$ cat src/smms_pkg.sv
package smms_pkg;

    localparam int RamWordsDefault = 1024;

    localparam int AddrW    = 12;
    localparam int DataW    = 32;
    localparam int PendW    = 24;
    localparam int KindW    = 3;
    localparam int WordIdxW = 10;

    localparam logic [KindW-1:0] KindNone   = 3'd0;
    localparam logic [KindW-1:0] KindByte   = 3'd1;
    localparam logic [KindW-1:0] KindHalf   = 3'd2;
    localparam logic [KindW-1:0] KindWord   = 3'd3;
    localparam logic [KindW-1:0] KindTriple = 3'd4;

    localparam logic [1:0] OffB0 = 2'd0;
    localparam logic [1:0] OffB1 = 2'd1;
    localparam logic [1:0] OffB2 = 2'd2;
    localparam logic [1:0] OffB3 = 2'd3;

    typedef struct packed {
        logic             mem_enable;
        logic             mem_write;
        logic             reg_write;
        logic             load_misaligned;
        logic [KindW-1:0] kind;
        logic [1:0]       offset;
        logic [DataW-1:0] data;
    } op_t;

endpackage

$ cat src/smms_issue.sv
module smms_issue #(
    parameter int RAM_WORDS = smms_pkg::RamWordsDefault
) (
    input  logic                          clk,
    input  logic                          rst_n,
    input  logic                          advance,
    input  logic                          load,
    input  logic                          mem_enable,
    input  logic                          mem_write,
    input  logic                          reg_write_in,
    input  logic                          load_misaligned,
    input  logic [smms_pkg::KindW-1:0]    access_kind,
    input  logic [smms_pkg::AddrW-1:0]    byte_address,
    input  logic [smms_pkg::DataW-1:0]    store_data,
    output logic                          valid,
    output smms_pkg::op_t                 op,
    output logic [$clog2(RAM_WORDS)-1:0]  idx,
    output logic                          split
);

    localparam int IdxW  = $clog2(RAM_WORDS);
    localparam int WIdxW = smms_pkg::WordIdxW;

    logic                          s1_valid_reg;
    logic                          s1_en_reg;
    logic                          s1_wr_reg;
    logic                          s1_rw_reg;
    logic                          s1_lm_reg;
    logic [smms_pkg::KindW-1:0]    s1_kind_reg;
    logic [smms_pkg::AddrW-1:0]    s1_addr_reg;
    logic [smms_pkg::DataW-1:0]    s1_data_reg;

    logic                          pending_valid_reg;
    logic [smms_pkg::KindW-1:0]    pending_kind_reg;
    logic [smms_pkg::AddrW-1:0]    pending_addr_reg;
    logic [smms_pkg::PendW-1:0]    pending_data_reg;

    logic [smms_pkg::KindW-1:0]    pending_kind_next;
    logic [smms_pkg::AddrW-1:0]    pending_addr_next;
    logic [smms_pkg::PendW-1:0]    pending_data_next;

    logic [smms_pkg::KindW-1:0]    eff_kind;
    logic [smms_pkg::AddrW-1:0]    eff_addr;
    logic [smms_pkg::DataW-1:0]    eff_data;
    logic [1:0]                    eff_off;
    logic [1:0]                    pend_step;

    function automatic logic [WIdxW-1:0] word_mod(input logic [WIdxW-1:0] w);
        logic [WIdxW-1:0] r;
        r = w;
        for (int k = WIdxW - 1; k >= 0; k--)
        begin
            if ((RAM_WORDS << k) < (1 << WIdxW))
            begin
                if (r >= WIdxW'(RAM_WORDS << k))
                begin
                    r = r - WIdxW'(RAM_WORDS << k);
                end
            end
        end
        return r;
    endfunction

    always_ff @(posedge clk or negedge rst_n)
    begin
        if (!rst_n)
        begin
            s1_valid_reg      <= 1'b0;
            pending_valid_reg <= 1'b0;
        end
        else if (advance)
        begin
            s1_valid_reg <= load;
            if (s1_valid_reg)
            begin
                pending_valid_reg <= split;
            end
        end
    end

    always_ff @(posedge clk)
    begin
        if (advance && load)
        begin
            s1_en_reg   <= mem_enable;
            s1_wr_reg   <= mem_write;
            s1_rw_reg   <= reg_write_in;
            s1_lm_reg   <= load_misaligned;
            s1_kind_reg <= access_kind;
            s1_addr_reg <= byte_address;
            s1_data_reg <= store_data;
        end
        if (advance && s1_valid_reg && split)
        begin
            pending_kind_reg <= pending_kind_next;
            pending_addr_reg <= pending_addr_next;
            pending_data_reg <= pending_data_next;
        end
    end

    // A pending continuation takes the place of the transaction's own access.
    assign eff_kind = pending_valid_reg ? pending_kind_reg : s1_kind_reg;
    assign eff_addr = pending_valid_reg ? pending_addr_reg : s1_addr_reg;
    assign eff_data = pending_valid_reg ? smms_pkg::DataW'(pending_data_reg) : s1_data_reg;
    assign eff_off  = eff_addr[1:0];

    assign split = s1_en_reg && s1_wr_reg &&
                   ((eff_kind == smms_pkg::KindHalf && eff_off == smms_pkg::OffB3) ||
                    (eff_kind == smms_pkg::KindWord && eff_off != smms_pkg::OffB0));

    always_comb
    begin
        pend_step         = 2'd1;
        pending_kind_next = smms_pkg::KindByte;
        if (eff_kind == smms_pkg::KindWord)
        begin
            case (eff_off)
                smms_pkg::OffB1:
                begin
                    pend_step         = 2'd3;
                    pending_kind_next = smms_pkg::KindByte;
                end
                smms_pkg::OffB2:
                begin
                    pend_step         = 2'd2;
                    pending_kind_next = smms_pkg::KindHalf;
                end
                default:
                begin
                    pend_step         = 2'd1;
                    pending_kind_next = smms_pkg::KindTriple;
                end
            endcase
        end
    end

    // The continuation address follows the transaction's own address.
    assign pending_addr_next = s1_addr_reg + smms_pkg::AddrW'(pend_step);
    assign pending_data_next = smms_pkg::PendW'(eff_data >> {pend_step, 3'b000});

    assign op.mem_enable      = s1_en_reg;
    assign op.mem_write       = s1_wr_reg;
    assign op.reg_write       = s1_rw_reg;
    assign op.load_misaligned = s1_lm_reg;
    assign op.kind            = eff_kind;
    assign op.offset          = eff_off;
    assign op.data            = eff_data;

    assign idx   = IdxW'(word_mod(eff_addr[smms_pkg::AddrW-1:2]));
    assign valid = s1_valid_reg;

`ifndef SYNTHESIS
    a_split_sets_pending: assert property (@(posedge clk) disable iff (!rst_n)
        advance && s1_valid_reg && split |=> pending_valid_reg)
        else $error("Split store did not leave a pending continuation.");

    a_replay_no_split: assert property (@(posedge clk) disable iff (!rst_n)
        pending_valid_reg |-> !split)
        else $error("Replayed continuation split again.");
`endif

endmodule

$ cat config.mk
export PLATFORM = sky130hd
export DESIGN_NAME = smms_issue
export DESIGN_NICKNAME = d
export VERILOG_FILES = /design/src/smms_pkg.sv /design/src/smms_issue.sv
export SDC_FILE = /design/constraint.sdc
export NUM_CORES = 1
export LEC_CHECK = 0
export BUFFER_PORTS_ARGS = -buffer_cell sky130_fd_sc_hd__buf_2
export CORE_ASPECT_RATIO = 1.25
export CORE_MARGIN = 2
export CORE_UTILIZATION = 45
export DETAILED_ROUTE_END_ITERATION = 16
export PLACE_DENSITY = 0.69
export REMOVE_ABC_BUFFERS = 1
export SYNTH_ARGS = -nofsm -noshare
export SYNTH_HDL_FRONTEND = slang
export SYNTH_SLANG_ARGS = --single-unit
$ cat constraint.sdc
create_clock -name clk -period 7.5 [get_ports clk]
set_input_delay 1.125 -clock clk [delete_from_list [all_inputs] [get_ports clk]]
set_output_delay 1.125 -clock clk [all_outputs]
set_load 0.02 [all_outputs]
==> results.md <==
- The flow ran to the end, and the final reports show no timing, DRC or antenna violations.
- OpenSTA, run right after detailed placement, puts the worst setup slack at 3.81 ns.
- Setup repair after global routing left no endpoint under its margin.
- After detailed routing, the average wire length per cell comes to 17.3 um.
- The source of the worst register-to-register timing path is pending_valid_reg$_DFFE_PN0P_.
- The post-layout minimum cycle time is 3.74 ns.
- The delay of the slowest critical-path stage is 0.54 ns.
- The area of the core is 9560 sq um.
- Buffers added to address setup during post-CTS repair amount to 0.
- The average cell area after synthesis is 14.4 sq um.
- The first-pass GRT wire length is 14500 um.
- Data on the critical path is required at its endpoint by 7.59 ns.
- Synthesis inferred 92 register bits.
- The average via count per standard cell is 5.43.
- The estimated wirelength of the detail-placed design is 6270 um.
- TritonCTS built the clock tree.
- Across the run, the number of max-cap violations was 0.
- The DRC violation total after the first TritonRoute iteration is 225.
- Across all layers, the routed design uses 2907 vias.
- The master cell of the clock root buffer is sky130_fd_sc_hd__clkbuf_16.
- The buffer depth of the longest clock path is 2.
- For this run, design rule violations remaining after detail routing come to 0.
- The number of antenna violations at the first check in global routing came to 0.
- Counting instances, the worst hold path has a depth of 1.
- Global routing consumed, over all layers together, 17.9% of the routing resources.
- The total wire length is 9280 um.
- The number of nets in the layout is 468.
- The post-place instance area is 4990 sq um.
- The peak supply drop is 125 uV.
- In this run the horizontal extent of the chip is 92.4 um.
- After synthesis, flip-flops and latches occupy 62.6% of the total area.
- The largest clock skew in the final design is 0.00695 ns.
- The count of antenna diodes in the layout is 0.
- The number of flip-flops under the largest register name is 32.
- The later-pin clock latency in the skew report is 0.34 ns.
- The H-tree depth is 3.
- In this run the register-to-register setup slack is 3.76 ns.
- The transition time of the tightest slew-check pin is 1.17 ns.
- The share of the synthesized area in the top cell type is 61.5%.
- Clock-pin slew was measured on the worst setup and hold paths at 0.06 ns.
- The die covers 10600 sq um.
- The congestion estimate from routability-driven global placement came to 0.796.
- Measured against its own limit, the worst slew margin works out to 21.8%.
- By startpoint and endpoint, the worst setup path is classified as flop to flop.
- The type of element capturing the critical path is a flop.
- Overall power consumption after layout is estimated at 1.18 mW.
- By area the synthesized netlist is led by sky130_fd_sc_hd__edfxtp_1 62%, sky130_fd_sc_hd__mux2_2 8.2%, sky130_fd_sc_hd__mux2i_1 3.2%.
- The cell class contributing the biggest share of worst-path delay is compound AO/OA/AOI/OAI gates.
- The number of cells on the critical path is 11.
- The post-synth design cell area is 4390 sq um.
- In this run the remaining antenna-violating nets after routing total 0.
- Data arrives at the worst endpoint at 3.82 ns.
- The number of clock sinks is 92.
- The post-route setup TNS is 0 ns.
- The critical path goes through buf_4 > mux2i_1 > ha_1 > inv_1 > a21oi_4 > inv_2 > ha_1 > o21ai_0 > a21oi_1 > o2111ai_1 > xnor2_1.
- The launching element type of the critical path is a flop.
- The part of the power in registers is 51.3%.
- The number of optimization iterations in the first detailed-route pass is 4.
- The number of warning messages in the yosys log is 0.
- The final-report max-slew violation count is 0.
- The via count of the first global-routing pass was 2881.
- The total number of placement rows is 40.
- The TritonCTS buffer count is 9.
- Hold repair after CTS inserted 0 buffers.
- 108 I/O pins were placed.
- The final-report hold violation count is 0.
- Setup violations remaining at the end of the flow were counted as 0.
- Of all nets on the critical path, the largest fanout is 55.
- Counting distinct cell types in the post-synthesis netlist gives 49.
- The worst hold path belongs to the class flop to flop.
- The number of buffer cells added on primary ports is 107.
- The floorplan die height is 114 um.
- In the layout the commonest cells are 107 x sky130_fd_sc_hd__buf_2, 90 x sky130_fd_sc_hd__edfxtp_1, 32 x sky130_fd_sc_hd__mux2_2.
- The analysis attributes to cell leakage a power of 1.98 nW.
- The relative contribution of combinational cells to total power is 15.6%.
- The leading area contributor after synthesis is sky130_fd_sc_hd__edfxtp_1.
- The fraction of layout instances using a drive strength above 1 is 40.3%.
- Summed over all nets, the switching power comes to 0.296 mW.
- Once routing completed, OpenROAD measured the worst setup slack at 3.76 ns.
- The finished layout cell area is 5240 sq um.
- Gates resized during post-CTS repair numbered 0.
- Internal power comes to 0.882 mW.
- Compared with the post-synthesis result, the final layout area differs by 19.2%.
- The pin count of the biggest net entering global routing is 56.
- The worst hold path terminates at valid$_DFFE_PN0P_.
- The number of buffers and inverters on the critical path is 3.
- The fraction of power spent switching nets is 25.2%.
- The origin of the worst min-delay path is valid$_DFFE_PN0P_.
- The most repeated library cell on the critical path is sky130_fd_sc_hd__ha_1.
- The endpoint identified for the worst register-to-register timing path is pending_addr_reg[11]$_DFFE_PP_.
- The part of the power in the clock network is 33.2%.
- The standard cell with the maximum stage delay on the critical path is sky130_fd_sc_hd__buf_4.
- The number of instances in the synthesized netlist is 305.
- The worst register-to-register path has a depth of 11.
- The final core utilization is 54.8%.
- The effective utilization at floorplan is 46.0%.
- Leaving out fill and tap cells, the most frequent cell in the layout is sky130_fd_sc_hd__buf_2.
- Summed over all layers, the global routing overflow is 0.
- The fmax is 268 MHz.
- The final critical path takes up 49.8% of the cycle.
- The power density over cell area is 225 nW/um^2.
-- worst reg2reg max path: stages (launching register included) --
cell and delay [ns]:
sky130_fd_sc_hd__dfrtp_2 0.33, sky130_fd_sc_hd__buf_4 0.54, sky130_fd_sc_hd__mux2i_1 0.46, sky130_fd_sc_hd__ha_1 0.50
sky130_fd_sc_hd__inv_1 0.19, sky130_fd_sc_hd__a21oi_4 0.42, sky130_fd_sc_hd__inv_2 0.15, sky130_fd_sc_hd__ha_1 0.24
sky130_fd_sc_hd__o21ai_0 0.15, sky130_fd_sc_hd__a21oi_1 0.12, sky130_fd_sc_hd__o2111ai_1 0.29, sky130_fd_sc_hd__xnor2_1 0.10
-- kinds of logic after synthesis --
family                     after synthesis  synth area share (%)
buffers and inverters                   29                  3.62
muxes                                   47                  11.7
xor gates and xnor gates                11                  2.19
AOI/OAI and AO/OA                       53                  9.25
and+or+nand+nor                         66                  8.57
DFF                                     92                  62.6
adders and majority gates                7                  1.99
-- cell usage after synthesis, drive strengths merged --
cell      n
and4b     1
clkbuf    2
edfxtp   90
o2bb2ai   4
nand4b    1
a22oi     5
o2111ai   3
and3      1
o22ai     1
buf      17
nor3      9
a21oi     8
nand3     5
inv      10
a221oi    5
o21ai    10
dfrtp     2
o21a      3
mux2     33
o211ai    3
mux2i    14
nor2b     8
ha        7
nand4bb   1
nor4      5
xnor2    11
o221a     1
nand2b    2
nor2     12
a22o      6
and4      2
and2      5
o311a     3
a21o      1
and2b     2
nand2    11
and4bb    1
-- per-layer routing --
layer  up-vias  GRT usage (%)  share of wire [%]
met5         -              0                  0
met4         0           6.57                1.4
met3         8           4.34                6.2
met2       105           29.5                 50
met1      1420           23.2                 43
li1       1374              -                  -
-- final cells by class --
cell class	instances	area, sq um
Clock buffer	9	225
Clock inverter	5	21.3
Fill cell	819	4320
Inverter	10	37.5
Multi-Input combinational cell	184	1490
Sequential cell	92	2750
Tap cell	126	158
Timing Repair Buffer	109	551
-- worst max-delay path by stage --
stage	start	end	slack [ns]
final	pending_valid_reg$_DFFE_PN0P_	pending_addr_reg[11]$_DFFE_PP_	3.76
after global routing	pending_valid_reg$_DFFE_PN0P_	pending_addr_reg[11]$_DFFE_PP_	3.44
after CTS	pending_valid_reg$_DFFE_PN0P_	pending_addr_reg[11]$_DFFE_PP_	3.76
after detailed placement	pending_valid_reg$_DFFE_PN0P_	pending_addr_reg[11]$_DFFE_PP_	3.81
after global placement	pending_valid_reg$_DFFE_PN0P_	pending_addr_reg[5]$_DFFE_PP_	4.01
after floorplan	pending_valid_reg$_DFFE_PN0P_	pending_addr_reg[0]$_DFFE_PP_	0.88
-- metrics by stage --
step           std cells  hold WS (ns)
2_1_floorplan        286         0.546
3_3_place_gp         521         0.509
3_5_place_dp         521         0.520
4_1_cts              535         0.532
5_1_grt              535         0.552
6_report             535         0.529
-- power groups by stage --
stage          combinational [mW]  sequential (mW)  clock, mW
6_report                    0.184            0.604      0.391
3_5_place_dp                0.183            0.615          0
2_1_floorplan               0.118            0.616          0
3_3_place_gp                0.179            0.614          0
4_1_cts                     0.185            0.604      0.399
5_1_grt                     0.199            0.606      0.418
No activity file was read; power rests on OpenSTA's default activity.
